$ cat src/hw/rtl/fwsr_pkg.sv
// Package for the FIFO with second-entry removal and swap.
// Holds the request and response payload types and the operation codes.
// No dependencies.
package fwsr_pkg;

   localparam int WORD_WIDTH = 32;
   localparam int CSR_WIDTH  = 5;

   localparam logic [1:0] KIND_ENQUEUE       = 2'd0;
   localparam logic [1:0] KIND_DEQUEUE       = 2'd1;
   localparam logic [1:0] KIND_REMOVE_SECOND = 2'd2;
   localparam logic [1:0] KIND_SWAP          = 2'd3;

   typedef logic signed [WORD_WIDTH-1:0] word_type;

   typedef struct packed {
      logic [1:0] kind;
      word_type   data_in;
   } req_type;

   typedef struct packed {
      logic     ok;
      word_type data_out;
      logic     is_empty;
      logic     is_full;
   } rsp_type;

endpackage

$ cat src/hw/rtl/fwsr_mem.sv
// Ring store of the queue: one write port, two registered read ports.
// Read data appears in the cycle after the read enable. Uses fwsr_pkg.
module fwsr_mem #(
   parameter int DEPTH = 16,
   parameter int PW    = 4
) (
   input  logic                clock,
   input  logic                wr_en,
   input  logic [PW-1:0]       wr_addr,
   input  fwsr_pkg::word_type  wr_data,
   input  logic                rd_en,
   input  logic [PW-1:0]       rd_addr_a,
   input  logic [PW-1:0]       rd_addr_b,
   output fwsr_pkg::word_type  rd_data_a,
   output fwsr_pkg::word_type  rd_data_b
);

   fwsr_pkg::word_type mem [DEPTH];
   fwsr_pkg::word_type rd_a_ff;
   fwsr_pkg::word_type rd_b_ff;

   always_ff @(posedge clock) begin
      if (wr_en) begin
         mem[wr_addr] <= wr_data;
      end
      if (rd_en) begin
         rd_a_ff <= mem[rd_addr_a];
         rd_b_ff <= mem[rd_addr_b];
      end
   end

   assign rd_data_a = rd_a_ff;
   assign rd_data_b = rd_b_ff;

endmodule

$ cat src/hw/rtl/fwsr_ctrl.sv
// Sequencer of the queue: head pointer, entry count, operation decode and
// the read-modify-write steps on the ring store. Uses fwsr_pkg.
module fwsr_ctrl #(
   parameter int DEPTH = 16,
   parameter int PW    = 4,
   parameter int CW    = 5
) (
   input  logic                clock,
   input  logic                reset,
   input  logic                start,
   output logic                busy,
   input  fwsr_pkg::req_type   req_data,
   output logic                rsp_valid,
   output fwsr_pkg::rsp_type   rsp_data,
   input  logic [CW-1:0]       cap,
   output logic                wr_en,
   output logic [PW-1:0]       wr_addr,
   output fwsr_pkg::word_type  wr_data,
   output logic                rd_en,
   output logic [PW-1:0]       rd_addr_a,
   output logic [PW-1:0]       rd_addr_b,
   input  fwsr_pkg::word_type  rd_data_a,
   input  fwsr_pkg::word_type  rd_data_b
);

   localparam int SW = CW + 1;

   typedef enum logic [1:0] {
      ST_IDLE,
      ST_EXEC,
      ST_SWAP2
   } state_type;

   state_type         state_ff;
   logic [PW-1:0]     head_ff;
   logic [CW-1:0]     count_ff;
   logic [1:0]        kind_ff;
   logic              rsp_valid_ff;
   fwsr_pkg::rsp_type rsp_ff;

   logic              accept;
   logic              req_ok;
   logic [PW-1:0]     second;
   logic [SW-1:0]     tail_sum;
   logic [PW-1:0]     tail;
   logic [CW-1:0]     count_dec;

   assign accept = start && (state_ff == ST_IDLE);
   assign busy   = (state_ff != ST_IDLE);

   assign second   = (head_ff == PW'(DEPTH - 1)) ? '0 : head_ff + PW'(1);
   assign tail_sum = SW'(head_ff) + SW'(count_ff);
   assign tail     = (tail_sum >= SW'(DEPTH)) ? PW'(tail_sum - SW'(DEPTH))
                                              : PW'(tail_sum);
   assign count_dec = count_ff - CW'(1);

   always_comb begin
      unique case (req_data.kind)
         fwsr_pkg::KIND_ENQUEUE:       req_ok = (count_ff < cap);
         fwsr_pkg::KIND_REMOVE_SECOND: req_ok = (count_ff >= CW'(2));
         default:                      req_ok = (count_ff != '0);
      endcase
   end

   assign rd_en     = accept;
   assign rd_addr_a = head_ff;
   assign rd_addr_b = second;

   // store write mux: enqueue at transfer, then the rewrite steps
   always_comb begin
      wr_en   = 1'b0;
      wr_addr = tail;
      wr_data = req_data.data_in;
      unique case (state_ff)
         ST_IDLE: begin
            wr_en = accept && req_ok && (req_data.kind == fwsr_pkg::KIND_ENQUEUE);
         end
         ST_EXEC: begin
            if (kind_ff == fwsr_pkg::KIND_REMOVE_SECOND) begin
               wr_en   = 1'b1;
               wr_addr = second;
               wr_data = rd_data_a;
            end else if (kind_ff == fwsr_pkg::KIND_SWAP && count_ff >= CW'(2)) begin
               wr_en   = 1'b1;
               wr_addr = head_ff;
               wr_data = rd_data_b;
            end
         end
         ST_SWAP2: begin
            wr_en   = 1'b1;
            wr_addr = second;
            wr_data = rd_data_a;
         end
         default: begin
            wr_en = 1'b0;
         end
      endcase
   end

   always_ff @(posedge clock) begin
      if (reset) begin
         state_ff     <= ST_IDLE;
         head_ff      <= '0;
         count_ff     <= '0;
         rsp_valid_ff <= 1'b0;
      end else begin
         rsp_valid_ff <= 1'b0;
         unique case (state_ff)
            ST_IDLE: begin
               if (accept) begin
                  kind_ff <= req_data.kind;
                  if (!req_ok) begin
                     rsp_valid_ff     <= 1'b1;
                     rsp_ff.ok        <= 1'b0;
                     rsp_ff.data_out  <= '0;
                     rsp_ff.is_empty  <= (count_ff == '0);
                     rsp_ff.is_full   <= (count_ff >= cap);
                  end else if (req_data.kind == fwsr_pkg::KIND_ENQUEUE) begin
                     count_ff         <= count_ff + CW'(1);
                     rsp_valid_ff     <= 1'b1;
                     rsp_ff.ok        <= 1'b1;
                     rsp_ff.data_out  <= '0;
                     rsp_ff.is_empty  <= 1'b0;
                     rsp_ff.is_full   <= ((count_ff + CW'(1)) >= cap);
                  end else begin
                     state_ff <= ST_EXEC;
                  end
               end
            end
            ST_EXEC: begin
               rsp_valid_ff <= 1'b1;
               rsp_ff.ok    <= 1'b1;
               unique case (kind_ff)
                  fwsr_pkg::KIND_SWAP: begin
                     rsp_ff.data_out <= rd_data_a;
                     rsp_ff.is_empty <= 1'b0;
                     rsp_ff.is_full  <= (count_ff >= cap);
                     state_ff        <= (count_ff >= CW'(2)) ? ST_SWAP2 : ST_IDLE;
                  end
                  default: begin
                     // dequeue returns the head, remove-second the entry behind it
                     rsp_ff.data_out <= (kind_ff == fwsr_pkg::KIND_DEQUEUE) ? rd_data_a
                                                                          : rd_data_b;
                     rsp_ff.is_empty <= (count_dec == '0);
                     rsp_ff.is_full  <= (count_dec >= cap);
                     head_ff         <= second;
                     count_ff        <= count_dec;
                     state_ff        <= ST_IDLE;
                  end
               endcase
            end
            ST_SWAP2: begin
               state_ff <= ST_IDLE;
            end
            default: begin
               state_ff <= ST_IDLE;
            end
         endcase
      end
   end

   assign rsp_valid = rsp_valid_ff;
   assign rsp_data  = rsp_ff;

endmodule

$ cat src/hw/rtl/fifo_with_second_removal_and_swap.sv
// Bounded FIFO of signed 32-bit words with dequeue, remove-second and swap.
// Top level: capacity register and clamp; instantiates fwsr_ctrl and fwsr_mem.
//
// One command is taken per transfer (start high while busy low) and gives
// exactly one result, shown on rsp_data for a single cycle with rsp_valid
// high. The receiver cannot stall: the result must be taken in that cycle.
// An enqueue or any refused command reports in the cycle after the transfer
// and never raises busy. Dequeue and remove-second raise busy while the
// store's registered read comes back; a swap with two or more entries stays
// busy for a second write, since the store has a single write port and the
// exchange takes two writes. The capacity value is clamped to 1..DEPTH; the
// register must be written only while idle (not enforced by the block).
module fifo_with_second_removal_and_swap #(
   parameter int DEPTH = 16
) (
   input  logic                                clock,
   input  logic                                reset,
   input  logic                                start,
   output logic                                busy,
   input  fwsr_pkg::req_type                   req_data,
   output logic                                rsp_valid,
   output fwsr_pkg::rsp_type                   rsp_data,
   input  logic                                csr_we,
   input  logic [fwsr_pkg::CSR_WIDTH-1:0]      csr_wdata
);

   localparam int PW = (DEPTH > 1) ? $clog2(DEPTH) : 1;
   localparam int CW = $clog2(DEPTH + 1);

   logic [fwsr_pkg::CSR_WIDTH-1:0] capacity_ff;
   logic [CW-1:0]                  cap;

   logic               wr_en;
   logic [PW-1:0]      wr_addr;
   fwsr_pkg::word_type wr_data;
   logic               rd_en;
   logic [PW-1:0]      rd_addr_a;
   logic [PW-1:0]      rd_addr_b;
   fwsr_pkg::word_type rd_data_a;
   fwsr_pkg::word_type rd_data_b;

   always_ff @(posedge clock) begin
      if (reset) begin
         capacity_ff <= fwsr_pkg::CSR_WIDTH'(16);
      end else if (csr_we) begin
         capacity_ff <= csr_wdata;
      end
   end

   // zero acts as one, anything above DEPTH as DEPTH
   always_comb begin
      if (capacity_ff == '0) begin
         cap = CW'(1);
      end else if (32'(capacity_ff) > 32'(DEPTH)) begin
         cap = CW'(DEPTH);
      end else begin
         cap = CW'(capacity_ff);
      end
   end

   fwsr_ctrl #(
      .DEPTH (DEPTH),
      .PW    (PW),
      .CW    (CW)
   ) u_ctrl (
      .clock     (clock),
      .reset     (reset),
      .start     (start),
      .busy      (busy),
      .req_data  (req_data),
      .rsp_valid (rsp_valid),
      .rsp_data  (rsp_data),
      .cap       (cap),
      .wr_en     (wr_en),
      .wr_addr   (wr_addr),
      .wr_data   (wr_data),
      .rd_en     (rd_en),
      .rd_addr_a (rd_addr_a),
      .rd_addr_b (rd_addr_b),
      .rd_data_a (rd_data_a),
      .rd_data_b (rd_data_b)
   );

   fwsr_mem #(
      .DEPTH (DEPTH),
      .PW    (PW)
   ) u_mem (
      .clock     (clock),
      .wr_en     (wr_en),
      .wr_addr   (wr_addr),
      .wr_data   (wr_data),
      .rd_en     (rd_en),
      .rd_addr_a (rd_addr_a),
      .rd_addr_b (rd_addr_b),
      .rd_data_a (rd_data_a),
      .rd_data_b (rd_data_b)
   );

endmodule
$ cat config.mk
export PLATFORM = sky130hd
export DESIGN_NAME = fifo_with_second_removal_and_swap
export DESIGN_NICKNAME = d
export VERILOG_FILES = /design/src/hw/rtl/fwsr_pkg.sv /design/src/hw/rtl/fwsr_mem.sv /design/src/hw/rtl/fwsr_ctrl.sv /design/src/hw/rtl/fifo_with_second_removal_and_swap.sv
export SDC_FILE = /design/constraint.sdc
export NUM_CORES = 1
export LEC_CHECK = 0
export ABC_CLOCK_PERIOD_IN_PS = 11350
export BUFFER_PORTS_ARGS = -buffer_cell sky130_fd_sc_hd__buf_2
export CAP_MARGIN = 20
export CORE_MARGIN = 2
export CORE_UTILIZATION = 60
export DETAILED_ROUTE_END_ITERATION = 10
export PLACE_DENSITY = 0.77
export SYNTH_ARGS = -nofsm -noshare
export SYNTH_HDL_FRONTEND = slang
export SYNTH_SLANG_ARGS = --single-unit
$ cat constraint.sdc
create_clock -name clock -period 11.35 [get_ports clock]
set_input_delay 1.135 -clock clock [delete_from_list [all_inputs] [get_ports clock]]
set_output_delay 1.135 -clock clock [all_outputs]
set_load 0.01 [all_outputs]
-- Word-level counts from Yosys, hierarchy flattened
Memories as Yosys holds them, arrays and structs flattened. A register that Yosys moved wholly into a read port is not among the register bits.
Cells that the tools add are included.
- register bits: 54
- bits in writable memories: 512
- input bits: 43
- output and inout bits: 37
- word-level logic and storage cells: 92
- memories kept: 1
- add/sub/neg operators: 5
- $lt $le $gt $ge: 7
- eq/ne operators: 13
- mux-type cells: 37
- bitwise operators: 2
- reductions and logical operators: 17
- memory list (name ; depth ; width ; rd ports ; clocked after Yosys merged registers in ; wr ports ; RTL line ; text):
    u_mem.mem ; 16 ; 32 ; 2 ; 2 ; 1 ; fwsr_mem.sv:18 ; fwsr_pkg::word_type mem [DEPTH];
- operators with widths (kind ; number):
    2-to-1 mux 35 bit ; 3
    2-to-1 mux 32 bit ; 3
    case mux 35 bit (2 select lines) ; 1
    case mux 32 bit (2 select lines) ; 1
    2-to-1 mux 34 bit ; 1
    2-to-1 mux 5 bit ; 6
    2-to-1 mux 4 bit ; 4
    greater-or-equal comparator 5 bit ; 3
    logical NOT 5 bit ; 3
    2-to-1 mux 2 bit ; 5
    case mux 5 bit (2 select lines) ; 1
    == test 2 bit (second input constant) ; 4
    case mux 4 bit (2 select lines) ; 1
    2-to-1 mux 1 bit ; 7
    adder 4 x 5 -> 6 bit ; 1
    greater-or-equal comparator 6 x 5 -> 1 bit (second input constant) ; 1
    inequality test 2 bit (second input constant) ; 3
    AND reduction 3 bit ; 2
    adder 5 x 1 -> 5 bit (second input constant) ; 1
    greater-or-equal comparator 5 x 2 -> 1 bit (second input constant) ; 1
    > comparator 5 bit (second input constant) ; 1
    < comparator 5 bit ; 1
    AND reduction 5 bit ; 1
    nonzero test 5 bit ; 1
    other kinds (16) ; 25

-- Logic depth before layout (Yosys ltp)
- word-level depth: 10
- gate-level depth with buffers: 10
- gate-level depth less buffers: 10

-- Hierarchy
Synthesis repeated with hierarchy kept, for this count alone.
- cell total of the unflattened synthesis: 1533
- area total of the unflattened synthesis: 28731.3 um^2
- by module, submodules not included (module ; times used ; cells each ; area each (um^2) ; seq. area each (um^2)):
    fwsr_mem ; 1 ; 1141 ; 24828.8 ; 17296.6
    fwsr_ctrl ; 1 ; 369 ; 3689.8 ; 1351.3
    fifo_with_second_removal_and_swap ; 1 ; 23 ; 212.7 ; 100.1

-- Least setup slack after synthesis
No wires, ideal clock.
- path type: reg2reg
- start point: register u_ctrl.head_ff[1] (netlist: u_ctrl.rd_addr_a[1])
- end point: memory u_mem.mem[12][0] in the netlist's numbering, enable pin
- library setup time: 468 ps
- arrival time: 4782 ps
- required time: 10882 ps
- path slack: 6100 ps
- cell stages (with the launch flop): 11
- path buffers: 3
- period minus slack after synthesis: 5250 ps
- cells stage by stage: dfxtp_1 > clkbuf_1 > clkbuf_1 > clkbuf_1 > inv_1 > fa_1 > nand4_1 > and3b_1 > nor2_1 > nand3_1 > nor3b_1
- word-level cells in the longest chain between the ends: 6
- elaborated cells between the ends (all ways): 10
- those cells by class: add/sub: 3; order compare: 1; eq/ne: 1; mux: 5
- ends and longest elaborated chain (element ; RTL line ; text):
    from (decl) ; fwsr_ctrl.sv:35 ; logic [PW-1:0] head_ff;
    from (signal assigned) ; fwsr_ctrl.sv:146 ; head_ff <= second;
    adder 4 x 5 -> 6 bit ; fwsr_ctrl.sv:52 ; assign tail_sum = SW'(head_ff) + SW'(count_ff);
    greater-or-equal comparator 6 x 5 -> 1 bit or subtractor 4 x 1 -> 4 bit (tied branches) ; fwsr_ctrl.sv:53 ; assign tail = (tail_sum >= SW'(DEPTH)) ? PW'(tail_sum - SW'(DEPTH))
    2-to-1 mux 4 bit ; fwsr_ctrl.sv:53 ;
    2-to-1 mux 4 bit ; fwsr_ctrl.sv:83 ; end else if (kind_ff == fwsr_pkg::KIND_SWAP && count_ff >= CW'(2)) begin
    2-to-1 mux 4 bit ; fwsr_ctrl.sv:79 ; if (kind_ff == fwsr_pkg::KIND_REMOVE_SECOND) begin
    case mux 4 bit (2 select lines) * ; fwsr_ctrl.sv:74 ; unique case (state_ff)
    to (decl) ; fwsr_mem.sv:18 ;
Mark *: on every way between the ends. The rest lies on a longest branch, timed or not.

-- Worst setup path after layout
- start point: register u_ctrl.head_ff[1] (netlist: u_ctrl.rd_addr_a[1])
- end point: memory u_mem.mem[6][31] in the netlist's numbering, enable pin
Same word-level chain as after synthesis.

==> flow_summary_export.csv <==
group,metric,value,unit
yosys,synthAdderAreaFrac,0.01240,
critical_path,crit_type,"reg2reg",
critical_path,crit_path_max_fanout,68,
critical_path,arrival,5490,ps
critical_path,r2r_end,"u_mem.mem[6][31]$_DFFE_PP_",
global_routing,grt_pass1_vias,16910,
yosys,synthFlopType,"edfxtp_1",
yosys,syn_area,28860,sq um
global_routing,overflow,0,
clock_network,postCtsResizedCells,0,
timing,rsz0062_at_grt,"no",
yosys,synthTopCellsByArea,"edfxtp_1 64%, mux4_2 22%, a22oi_1 2.4%",
critical_path,crit_top_cell,"buf_4",
floorplan,die_area,49870,sq um
layout,drive_gt1_frac,0.3321,
route,drtPass1Iterations,8,
timing,relSlewSlack,0.2069,
layout,fin_util,0.6766,
timing,post-route-period-util,0.4594,
worst_hold_path,hold_class,"reg2reg",
worst_hold_path,holdCritStartpoint,"capacity_ff[0]$_SDFFE_PP0P_",
timing,finalCriticalPeriod,5214,ps
critical_path,crit_family,"buffers and inverters",
yosys,synth_common_cells,"613 x edfxtp_1, 288 x mux4_2, 93 x a22oi_1",
clock_network,clkLatencyLatePin,630,ps
placement,place_congestion,0.8053,
power,ir_worst_vdd,147.5,uV
power,p_leak,10.46,nW
critical_path,critPathSlowestCell,"dfxtp_4",
yosys,synth_cells,1518,
floorplan,die_h,223.3,um
clock_network,clock_path_buffers,3,
route,antenna_left,0,
yosys,async_flop_share,0,
critical_path,start_kind,"register",
timing,hold_viol_final,0,
critical_path,critPathCaptureType,"register",
yosys,synth_top_family_by_area,"multiplexers",
layout,fillCellCount,3010,
yosys,synth_enable_flop_cells,613,
run,cap_violations,0,
route,drt-total-wl,71.84,mm
route,drc,0,
route,wl_per_cell,31.55,um
critical_path,cp_num_buf_inv,2,
yosys,yosysWarnings,0,
yosys,synth_xor_xnor_area_share,0.004249,
global_routing,grt_max_degree,115,
yosys,yosys.area_share.simple,0.03134,
clock_network,cts_root_buf,"clkbuf_16",
yosys,synth_cell_types,61,
floorplan,die_x,223.3,um
clock_network,post-cts-setup-buffer-count,0,
floorplan,rows,80,
placement,io_buffers,79,
clock_network,htree_levels,2,
status,status,"complete, no violations",
clock_network,cts_hold_buf,0,
critical_path,required,11630,ps
critical_path,critPathMaxStageDelay,1070,ps
yosys,syn-mean-instance-area,19.01,sq um
worst_hold_path,hold_end,"capacity_ff[0]$_SDFFE_PP0P_",
clock_network,cts_tree,"yes",
layout,synthToLayoutAreaGrowth,11.70,%
timing,worst_slew_pin_slew,1190,ps
yosys,syn-num-nets,1589,
layout,antennaDiodeCount,0,
yosys,muxShareOfSynthArea,0.2376,
timing,max_freq,191.8,MHz
timing,finClkSkew,19.50,ps
yosys,netlist.area_leader.share,0.6378,
floorplan,pin_count,80,
route,vias_per_cell,7.186,
route,vias,16360,
global_routing,track_usage,0.2952,
worst_hold_path,holdPathStages,2,
floorplan,core,47650,sq um
critical_path,timing.rr.start,"u_ctrl.rd_addr_a[1]$_SDFFE_PP0P_",
clock_network,clock_sinks,630,
clock_network,cts_inserted_buffers,60,
yosys,yosysTopAreaCell,"edfxtp_1",
yosys,ys_seq_area_frac,0.6496,
critical_path,reg2reg_depth,8,
timing,fin_setup_tns,0,ps
yosys,ys_ff_latch,630,
global_routing,antenna_found_initial,0,
timing,drv_slew,0,
layout,finalNetCount,1684,
placement,dp_hpwl,39.42,mm
yosys,synth_compound_area_frac,0.04548,
critical_path,critPathLaunch,"u_ctrl.rd_addr_a[1]$_SDFFE_PP0P_",
global_routing,grt_pass1_wl,106.9,mm
clock_network,clkTransAtPathRegs,60,ps
critical_path,reg2reg_slack,6140,ps
critical_path,cp_cell_sequence,"buf_4 > ha_4 > o311ai_1 > a21oi_1 > a31oi_1 > nor2_1 > and3_2 > buf_4",
route,drt-initial-drc-count,2127,
floorplan,initial_core_util,0.6057,
power,power-per-cell-area,161.3,nW/um^2
yosys,yosysMostFrequentCell,"edfxtp_1",
timing,setup_viol,0,
-- power breakdown --
group	internal (W)	switching (W)	total [W]
clock network	0.00120	0.000872	0.00207
registers	0.00264	0.0000314	0.00267
logic	0.000187	0.000271	0.000457
total	0.00402	0.00117	0.00520
-- per-stage QoR --
stage,cell area (sq um),power [W],setup WS (ps),hold slack (ps),cells
4_1_cts,32190,0.005210,6189,514.2,2273
5_1_grt,32240,0.005330,5964,556.3,2277
3_5_place_dp,30180,0.003174,6187,487.3,2162
2_1_floorplan,28860,0.003018,6100,461.1,1518
3_3_place_gp,30150,0.003160,6296,480.7,2160
6_report,32240,0.005198,6136,506.5,2277
-- cell usage in the layout (no fill, tap or decap), drive strengths merged, types with 4 or more instances in the layout --
| cell type | synthesis | final |
|---|---|---|
| edfxtp | 613 | 613 |
| mux4 | 288 | 288 |
| buf | 54 | 143 |
| a22oi | 93 | 93 |
| nand2 | 88 | 88 |
| clkbuf | 56 | 71 |
| nor2 | 66 | 66 |
| mux2i | 37 | 37 |
| o21ai | 36 | 36 |
| clkinv | 2 | 28 |
| ha | 27 | 27 |
| inv | 20 | 20 |
| a21oi | 17 | 17 |
| dfxtp | 17 | 17 |
| nand3 | 9 | 9 |
| xor2 | 9 | 9 |
| bufinv | 0 | 9 |
| a22o | 8 | 8 |
| a211oi | 8 | 8 |
| and3 | 7 | 7 |
| a31oi | 6 | 6 |
| nor3b | 6 | 6 |
| xnor2 | 5 | 5 |
| clkinvlp | 0 | 5 |
| or3 | 4 | 4 |
-- sequential cells by signal (all words and copies together) (netlist names) --
name              flops
u_ctrl.rd_addr_a      4
u_ctrl.count_ff       5
u_mem.mem           512
u_ctrl.state_ff       2
capacity_ff           5
u_ctrl.rsp_valid      1
u_mem.rd_data_a      32
u_ctrl.kind_ff        2
u_ctrl.rsp_data      35
u_mem.rd_data_b      32
-- worst max-delay path by stage --
| stage | slack (ps) | endpoint | cells past startpoint |
|---|---|---|---|
| after global routing | 5960 | u_mem.mem[6][31]$_DFFE_PP_ | 8 |
| after CTS | 6190 | u_mem.mem[6][31]$_DFFE_PP_ | 8 |
| after detailed placement | 6190 | u_mem.mem[6][6]$_DFFE_PP_ | 8 |
| final | 6140 | u_mem.mem[6][31]$_DFFE_PP_ | 8 |
| after floorplan | 6100 | u_mem.mem[12][0]$_DFFE_PP_ | 10 |
| after global placement | 6300 | u_mem.mem[6][8]$_DFFE_PP_ | 8 |
-- metal layers --
layer,GRT usage,routed length (um),share of wire
met5,0,0,0
met4,0.1092,2539,0.035
met3,0.05360,6780,0.094
met2,0.4856,35720,0.50
met1,0.4030,26790,0.37
-- logic make-up (layout without fill, tap and decap cells) --
logic type,Yosys count,count (layout)
flops,630,630
compound gates,187,187
mux,325,325
buf+inv,132,276
xor+xnor,14,14
simple gates,202,202
fa+ha+maj,28,28
-- layout make-up --
cell class / count / area [sq um] / area share
clock inverters: 40 / 427.9 / 0.01327
clock buffers: 71 / 1585 / 0.04918
flip-flops and latches: 630 / 18760 / 0.5819
inverters: 22 / 83.83 / 0.002601
well taps: 615 / 769.5 / 0.02387
multi-input cells: 756 / 9699 / 0.3009
repair buffers: 143 / 913.4 / 0.02833
-- tightest hold or removal path, delay by kind of cell, from the launching register on --
family | cells | cell delay [ps]
flops | 1 | 330
mux | 1 | 70
simple gates | 1 | 70
(Power assumes the default switching activity.)
